**config.mk**
```make
export PLATFORM = sky130hd
export DESIGN_NAME = srcc_ctrl
export DESIGN_NICKNAME = d
export VERILOG_FILES = /design/src/rtl/srcc_pkg.sv /design/src/rtl/srcc_ctrl.sv
export SDC_FILE = /design/constraint.sdc
export NUM_CORES = 1
export LEC_CHECK = 0
export ABC_AREA = 0
export BUFFER_PORTS_ARGS = -buffer_cell sky130_fd_sc_hd__buf_2
export CORE_MARGIN = 10
export CORE_UTILIZATION = 47
export DETAILED_ROUTE_END_ITERATION = 8
export PLACE_DENSITY = 0.79
export SETUP_SLACK_MARGIN = 0.3
export SYNTH_ARGS = -nofsm -noshare
export SYNTH_HDL_FRONTEND = slang
export SYNTH_SLANG_ARGS = --single-unit
```
**constraint.sdc**
```tcl
create_clock -name clock -period 2.4 [get_ports clock]
set_clock_uncertainty 0.05 [all_clocks]
set_input_delay 0.12 -clock clock [delete_from_list [all_inputs] [get_ports clock]]
set_output_delay 0.12 -clock clock [all_outputs]
set_load 0.01 [all_outputs]
```
**src/rtl/srcc_pkg.sv**
```systemverilog
package srcc_pkg;

   localparam int MAX_OBSTACLES = 64;
   localparam int COORD_BITS    = 20;

   localparam int IDX_BITS   = (MAX_OBSTACLES > 1) ? $clog2(MAX_OBSTACLES) : 1;
   localparam int COUNT_BITS = $clog2(MAX_OBSTACLES + 1);
   localparam int STORED_COUNT_BITS = 7;

   // Widths of the edge test arithmetic.
   localparam int DIFF_BITS = COORD_BITS + 1;
   localparam int PROD_BITS = 2 * DIFF_BITS;
   localparam int SUM_BITS  = PROD_BITS + 1;

   localparam logic OP_ADD   = 1'b0;
   localparam logic OP_CHECK = 1'b1;

   // Rectangle sides in test order.
   localparam logic [1:0] SIDE_LOW_Y  = 2'd0;
   localparam logic [1:0] SIDE_LOW_X  = 2'd1;
   localparam logic [1:0] SIDE_HIGH_X = 2'd2;
   localparam logic [1:0] SIDE_HIGH_Y = 2'd3;

   typedef struct packed {
      logic                         op;
      logic signed [COORD_BITS-1:0] point_a_x;
      logic signed [COORD_BITS-1:0] point_a_y;
      logic signed [COORD_BITS-1:0] point_b_x;
      logic signed [COORD_BITS-1:0] point_b_y;
   } req_type;

   typedef struct packed {
      logic                         hit;
      logic                         table_full;
      logic [STORED_COUNT_BITS-1:0] stored_count;
   } rsp_type;

   typedef struct packed {
      logic                load_req;
      logic                issue_valid;
      logic [IDX_BITS-1:0] issue_idx;
      logic [1:0]          issue_side;
      logic                load_rsp;
   } srcc_cmd_type;

   typedef struct packed {
      logic [COUNT_BITS-1:0] count;
      logic                  hit_seen;
   } srcc_stat_type;

   function automatic logic signed [DIFF_BITS-1:0] sub_c(
      input logic signed [COORD_BITS-1:0] a,
      input logic signed [COORD_BITS-1:0] b);
      sub_c = $signed({a[COORD_BITS-1], a}) - $signed({b[COORD_BITS-1], b});
   endfunction

   function automatic logic signed [COORD_BITS-1:0] min_c(
      input logic signed [COORD_BITS-1:0] a,
      input logic signed [COORD_BITS-1:0] b);
      min_c = (a < b) ? a : b;
   endfunction

   function automatic logic signed [COORD_BITS-1:0] max_c(
      input logic signed [COORD_BITS-1:0] a,
      input logic signed [COORD_BITS-1:0] b);
      max_c = (a > b) ? a : b;
   endfunction

endpackage

```
**src/rtl/srcc_ctrl.sv**
```systemverilog
module srcc_ctrl
   import srcc_pkg::*;
(
   input  logic          clock,
   input  logic          reset,
   input  logic          req_valid,
   input  logic          req_is_check,
   output logic          req_ready,
   output logic          rsp_valid,
   input  logic          rsp_ready,
   input  srcc_stat_type stat,
   output srcc_cmd_type  cmd
);

   localparam logic [1:0] ST_IDLE   = 2'd0;
   localparam logic [1:0] ST_SCAN   = 2'd1;
   localparam logic [1:0] ST_DRAIN  = 2'd2;
   localparam logic [1:0] ST_FINISH = 2'd3;

   // Drain counter start value: the last issued side test reaches the hit flag first.
   localparam logic [1:0] DRAIN_INIT = 2'd2;

   logic [1:0]          state_ff, state_in;
   logic [IDX_BITS-1:0] idx_ff, idx_in;
   logic [1:0]          side_ff, side_in;
   logic [1:0]          drain_ff, drain_in;
   logic                rsp_valid_ff, rsp_valid_in;
   logic                last_obstacle;

   assign last_obstacle =
      (COUNT_BITS'({1'b0, idx_ff}) + COUNT_BITS'(1)) == stat.count;

   always_comb begin
      state_in     = state_ff;
      idx_in       = idx_ff;
      side_in      = side_ff;
      drain_in     = drain_ff;
      rsp_valid_in = rsp_valid_ff & ~rsp_ready;
      req_ready    = (state_ff == ST_IDLE);
      cmd          = '0;
      cmd.issue_idx  = idx_ff;
      cmd.issue_side = side_ff;
      unique case (state_ff)
         ST_IDLE: begin
            if (req_valid) begin
               cmd.load_req = 1'b1;
               idx_in       = '0;
               side_in      = SIDE_LOW_Y;
               if (req_is_check && (stat.count != '0)) begin
                  state_in = ST_SCAN;
               end else begin
                  state_in = ST_FINISH;
               end
            end
         end
         ST_SCAN: begin
            cmd.issue_valid = 1'b1;
            if (stat.hit_seen) begin
               drain_in = DRAIN_INIT;
               state_in = ST_DRAIN;
            end else if (side_ff == SIDE_HIGH_Y) begin
               side_in = SIDE_LOW_Y;
               if (last_obstacle) begin
                  drain_in = DRAIN_INIT;
                  state_in = ST_DRAIN;
               end else begin
                  idx_in = idx_ff + IDX_BITS'(1);
               end
            end else begin
               side_in = side_ff + 2'd1;
            end
         end
         ST_DRAIN: begin
            if (drain_ff == '0) begin
               state_in = ST_FINISH;
            end else begin
               drain_in = drain_ff - 2'd1;
            end
         end
         ST_FINISH: begin
            if (!rsp_valid_ff || rsp_ready) begin
               cmd.load_rsp = 1'b1;
               rsp_valid_in = 1'b1;
               state_in     = ST_IDLE;
            end
         end
         default: begin
            state_in = ST_IDLE;
         end
      endcase
   end

   always_ff @(posedge clock) begin
      if (reset) begin
         state_ff     <= ST_IDLE;
         idx_ff       <= '0;
         side_ff      <= SIDE_LOW_Y;
         drain_ff     <= '0;
         rsp_valid_ff <= 1'b0;
      end else begin
         state_ff     <= state_in;
         idx_ff       <= idx_in;
         side_ff      <= side_in;
         drain_ff     <= drain_in;
         rsp_valid_ff <= rsp_valid_in;
      end
   end

   assign rsp_valid = rsp_valid_ff;

   // A scan only ever runs over a nonempty table.
   a_scan_nonempty: assert property (@(posedge clock) disable iff (reset)
      (state_ff == ST_SCAN) |-> (stat.count != '0))
      else $error("scan started on an empty table");

   // A new response is only raised out of the finish state.
   a_rsp_from_finish: assert property (@(posedge clock) disable iff (reset)
      $rose(rsp_valid_ff) |-> ($past(state_ff) == ST_FINISH))
      else $error("response raised outside finish");

   // An index never passes the stored count.
   a_idx_in_range: assert property (@(posedge clock) disable iff (reset)
      (state_ff == ST_SCAN) |-> (COUNT_BITS'({1'b0, idx_ff}) < stat.count))
      else $error("scan index beyond stored count");

endmodule

```
Yosys cells after proc, flatten, opt, wreduce, memory -nomap -nowiden
Cells that the tools add are included.

Equal/unequal tests: 14. Bitwise operators: 2. Mux-type cells: 26. Reductions and logical operators: 12. Add/subtract/negate cells: 4.

Operators by type and width (count): 6-bit two-way mux (4); 2-bit two-way mux (11); 2-bit != test (second input constant) (7); 6-bit case mux with 2 select lines (1); 5-bit AND reduction (2); 2-bit case mux with 2 select lines (2); 2-bit case mux with 4 select lines (1); 6-bit by 1-bit adder with 7-bit output (second input constant) (1); 7-bit == test (1); 1-bit two-way mux (7); 7-bit nonzero test (1); 6-bit by 1-bit adder with 6-bit output (second input constant) (1); 2-bit == test (second input constant) (3); 3-bit != test (second input constant) (2); 2-bit zero test (2); 4-bit AND reduction (1); 2-bit nonzero test (2); 3-bit AND reduction (1); 2-bit by 1-bit adder with 2-bit output (second input constant) (1); 2-bit by 1-bit == test with 1-bit output (second input constant) (1); 2-bit by 1-bit subtractor with 2-bit output (second input constant) (1); 1-bit bitwise AND (1); 1-bit logical AND (1); 1-bit zero test (1); other kinds (2) (2).

Bits of input ports: 13. Output and inout port bits: 13. Logic and storage cells: 63. Flip-flop bits (word level): 13.

Logic depth before layout (Yosys ltp)
Depth in word-level cells: 6. Depth in mapped cells: 9. Mapped depth without buffers: 8.

Worst setup path after synthesis
No wires, ideal clock.

Path kind: reg-to-reg. From: register idx_ff[0]. To: register state_ff[0]. Library setup time: 0.116 ns. Data required time: 2.234 ns. Setup slack: -0.023 ns. Cell stages (with the launch flop): 7. Period minus slack after synthesis: 2.423 ns. Data arrival time: 2.257 ns. Buffers on the path: 0. Cells stage by stage: dfxtp_1 > nand3_2 > or3_4 > a2111oi_4 > a41oi_2 > or4_1 > o211a_1.

Longest elaborated chain between the ends: 4.

RTL lines: start, declared (RTL line srcc_ctrl.sv:24) `logic [IDX_BITS-1:0] idx_ff, idx_in;`; start signal, assigned (RTL line srcc_ctrl.sv:102) `idx_ff <= idx_in;`; 6-bit by 1-bit adder with 7-bit output (RTL line srcc_ctrl.sv:31) `(COUNT_BITS'({1'b0, idx_ff}) + COUNT_BITS'(1)) == stat.count;`; 7-bit == test (RTL line srcc_ctrl.sv:31); 3-bit != test (no line); 5-bit AND reduction (no line); end signal, assigned (RTL line srcc_ctrl.sv:101) `state_ff <= state_in;`; end, declared (RTL line srcc_ctrl.sv:23) `logic [1:0] state_ff, state_in;`.

No other way between the ends. A chain may end at the register's enable or synchronous reset.

Worst setup path in the final report
From: register idx_ff[0]. To: register idx_ff[4].

Longest elaborated chain between the ends: 5. Elaborated cells on any way between the ends: 9. Classes of those cells: add/sub: 2; eq/ne: 2; mux: 4; reduce/logical: 1.

RTL lines: parallel branches: the longest is 5 deep, another holds 6-bit by 1-bit adder with 7-bit output.

Several ways; the timed one is not identified. The select of a mux whose other input is x is not followed.

==> summary.txt <==
Layout
  – Antenna cells: 0
  – Non-Filler Instances: 198
  – Synthesis-to-layout area growth: 40.1%
  – Sequential cell area: around 280 µm²
  – Layout Nets: about 190
  – Fill cells: 152
  – Multi-input logic area: 817 µm²
  – Layout cells sized above 1: 0.404

STA
  – Final hold vios: 0
  – Slew margin rel.: 0.721
  – Total negative slack: 0 ps
  – Fmax: 452 MHz
  – Fin. max-slew vios: 0
  – Worst slew pin tran: about 420 ps
  – Final setup violation count: 0
  – RSZ-0062 raised after global routing: yes
  – Post-route minimum period: 2210 ps
  – Final period util: 0.921

Setup path
  – R2R cell count: 7
  – Worst reg2reg setup slack: 190 ps
  – Req. time, crit path: 2540 ps
  – Worst reg2reg path startpoint: idx_ff[0]$_SDFFE_PP0P_
  – Critical Path Source Type: flip-flop
  – Critical path type: flip-flop to flip-flop
  – Worst Path Arrival: roughly 2400 ps
  – Setup crit start: idx_ff[0]$_SDFFE_PP0P_
  – CP max FO: 7
  – CP endpoint: idx_ff[4]$_SDFFE_PP0P_
  – Crit. End Element: flip-flop
  – FF-to-FF End: idx_ff[4]$_SDFFE_PP0P_

Global route
  – First-pass GRT wire length: 5310 µm
  – Global route overflow: 0
  – Largest net degree at the start of global routing: 17
  – Antenna violations before repair: 0
  – GRT Total Usage: 0.152
  – Vias in the first global route: 1141

Clock tree
  – CTS tree: done
  – Clk sinks: 13
  – Maximum clock insertion buffer count: 2
  – CTS H-tree lvls: 1
  – TritonCTS buffer count: 3
  – CTS root buf: clkbuf_4
  – Clk_lat worst skew: roughly 290 ps
  – Reg clk slew, reported paths: 80 ps

Synthesis
  – Mapped Area: about 1000 µm²
  – Flip-flop and latch count after synthesis: 13
  – Synth async-reset ratio: 0
  – Gate Count Post-Synth: roughly 130
  – Sequential cell area fraction in the yosys report: 0.252
  – Syn avg cell area: 8.21 µm²
  – Yosys warns: 0
  – Top_reg_cell synth: dfxtp_1
  – Number of synthesized flops with an enable pin: 0
  – Synth cell types: 41
  – Synth Net Count: 146

Pwr
  – Clock Power Share: 0.138
  – Sw Pwr: 477 µW
  – Sw frac: 0.454
  – Leak pwr: 0.000622 µW
  – Sequential power share: 0.260
  – Pwr Density: 726 nW/µm²
  – Internal power: 575 µW
  – Peak supply drop: 0.000744 V
  – Combinational Power Share: 0.602

Detailed routing
  – Pre-antenna DRT Iters: 4
  – Antenna Nets Post-Route: 0
  – DRT Wirelength: 3410 µm
  – Vias per cell: 5.91
  – Detailed Route Iter0 Violations: 60
  – DR vias: about 1200
  – Avg WL per Cell: 17.2 µm
  – # DRC: 0

Run
  – Max_cap viols: 0

Floorplan
  – Core ar.: just over 2000 µm²
  – Die width: 66.9 µm
  – Ports: 26
  – DIE AREA: 4480 µm²
  – Die H: 66.9 µm
  – Std cell rows: 16
  – Starting Density: 0.512

Place
  – GPL Wtd Cong: 0.966
  – DP Wirelength: 2240 µm
  – PortBufs: 25
  – Placed cell count: around 180

Run status
  – Status: finished clean

Min path
  – Worst Hold Class: input port to flip-flop
[power by group through the flow]
stage / Combinational, µW / Clock (µW) / Sequential [µW]
floorplan: 372 / 0 / 277
global placement: 512 / 0 / 278
detailed placement: 531 / 0 / 280
CTS: 592 / 144 / 272
global route: 691 / 158 / 278
finish: 633 / 146 / 273
[sequential cells by signal, summed over array words and instances (netlist names)]
register / flops
side_ff: 2
state_ff: 2
idx_ff: 6
rsp_valid: 1
drain_ff: 2
[cells in the final DEF, fill, tap and decap left out, types with 2 or more instances in the layout]
| cell | count |
|---|---|
| dfxtp_1 | 7 |
| nand3_1 | 3 |
| or4_1 | 2 |
| o21ai_0 | 3 |
| inv_1 | 8 |
| a21oi_1 | 6 |
| and3_1 | 2 |
| nor4_1 | 3 |
| clkbuf_4 | 3 |
| buf_2 | 25 |
| nor2_1 | 10 |
| xor2_1 | 4 |
| nand3b_1 | 3 |
| nor3_1 | 2 |
| nor2b_1 | 5 |
| buf_4 | 18 |
| nand3_2 | 2 |
| ha_1 | 6 |
| o211a_1 | 2 |
| xnor2_1 | 2 |
| a31oi_1 | 2 |
| o2bb2ai_1 | 3 |
| and2_1 | 3 |
| nand2_1 | 8 |
| a211o_1 | 2 |
| dfxtp_4 | 6 |
| nand2b_1 | 3 |
[metal layers]
metal / up-vias / wire length (µm) / global-route usage
met5: - / 0 / 0
met4: 0 / 42 / 0.0615
met3: 5 / 253 / 0.0485
met2: 56 / 1740 / 0.255
met1: 553 / 1370 / 0.173
li1: 556 / - / -
[worst min-delay path by stage]
stage                     startpoint                     end  slack, ps  cells after the start
after floorplan                reset  idx_ff[1]$_SDFFE_PP0P_        240                      2
after CTS                  rsp_ready    rsp_valid$_SDFF_PP0_         90                      4
after global placement     rsp_ready    rsp_valid$_SDFF_PP0_        360                      4
final                      rsp_ready    rsp_valid$_SDFF_PP0_         80                      4
after detailed placement   rsp_ready    rsp_valid$_SDFF_PP0_        390                      4
after global routing       rsp_ready    rsp_valid$_SDFF_PP0_        120                      4
[critical path, stage by stage, from the launching register on]
cell       delay, ps
dfxtp_4          370
ha_4             250
xor2_1           190
a2111oi_4        430
buf_4            210
nand3_2          170
nand3_2          130
mux2_1           310
[repair_timing]
item | CTS | global route
resized for setup | 13 | 5
hold buffers | 0 | 0
endpoints found under the setup margin | 8 | 10
gates cloned | 0 | 0
pin swaps | 8 | 5
setup buffers | 13 | 4
[synth_stat cells, types with 2 or more instances]
cell	n	area [µm²]
nor4_1	3	18.8
and2_1	3	18.8
nand3b_1	3	22.5
ha_1	7	87.6
xor2_1	5	43.8
a21oi_1	7	35.0
o211a_1	2	20.0
and3_1	2	12.5
clkbuf_1	2	7.51
nand2_1	9	33.8
o2bb2ai_1	3	26.3
xnor2_1	3	26.3
o21ai_0	5	25.0
nand3_1	5	25.0
nand2b_1	3	18.8
a311oi_1	2	17.5
nor2b_1	5	31.3
a211o_1	2	17.5
a31oi_1	2	12.5
dfxtp_1	13	260
inv_1	8	30.0
nor2_1	11	41.3
or4_1	2	15.0
nor3_1	2	10.0
[layout make-up]
class	count	share of cell area
Tap cell	27	0.0233
Multi-Input combinational cell	103	0.563
Inverter	8	0.0207
Clock buffer	4	0.0181
Sequential cell	13	0.195
Timing Repair Buffer	43	0.179
[per-stage QoR]
| stage | utilization | power [µW] | hold slack [ps] | area [µm²] | setup WS [ps] |
|---|---|---|---|---|---|
| after global placement | 0.608 | 790 | 365 | 1230 | 198 |
| after detailed placement | 0.608 | 811 | 387 | 1230 | 160 |
| after CTS | 0.694 | 1010 | 88.5 | 1400 | 200 |
| after global routing | 0.717 | 1130 | 119 | 1450 | 115 |
| after floorplan | - | 649 | 235 | 1070 | 255 |
| final | 0.717 | 1050 | 80.3 | 1450 | 189 |
[logic make-up (layout without fill, tap and decap cells)]
group | Yosys count | in the layout | share of synthesized area
AND/OR/NAND/NOR | 53 | 53 | 0.284
flip-flops | 13 | 13 | 0.252
multiplexers | 2 | 2 | 0.0218
XOR/XNOR | 8 | 8 | 0.0677
adder cells (fa/ha/maj) | 7 | 7 | 0.0846
AO/OA/AOI/OAI | 33 | 33 | 0.254
buffers and inverters | 10 | 55 | 0.0363
Note: power is estimated with default switching activity, not from simulation.
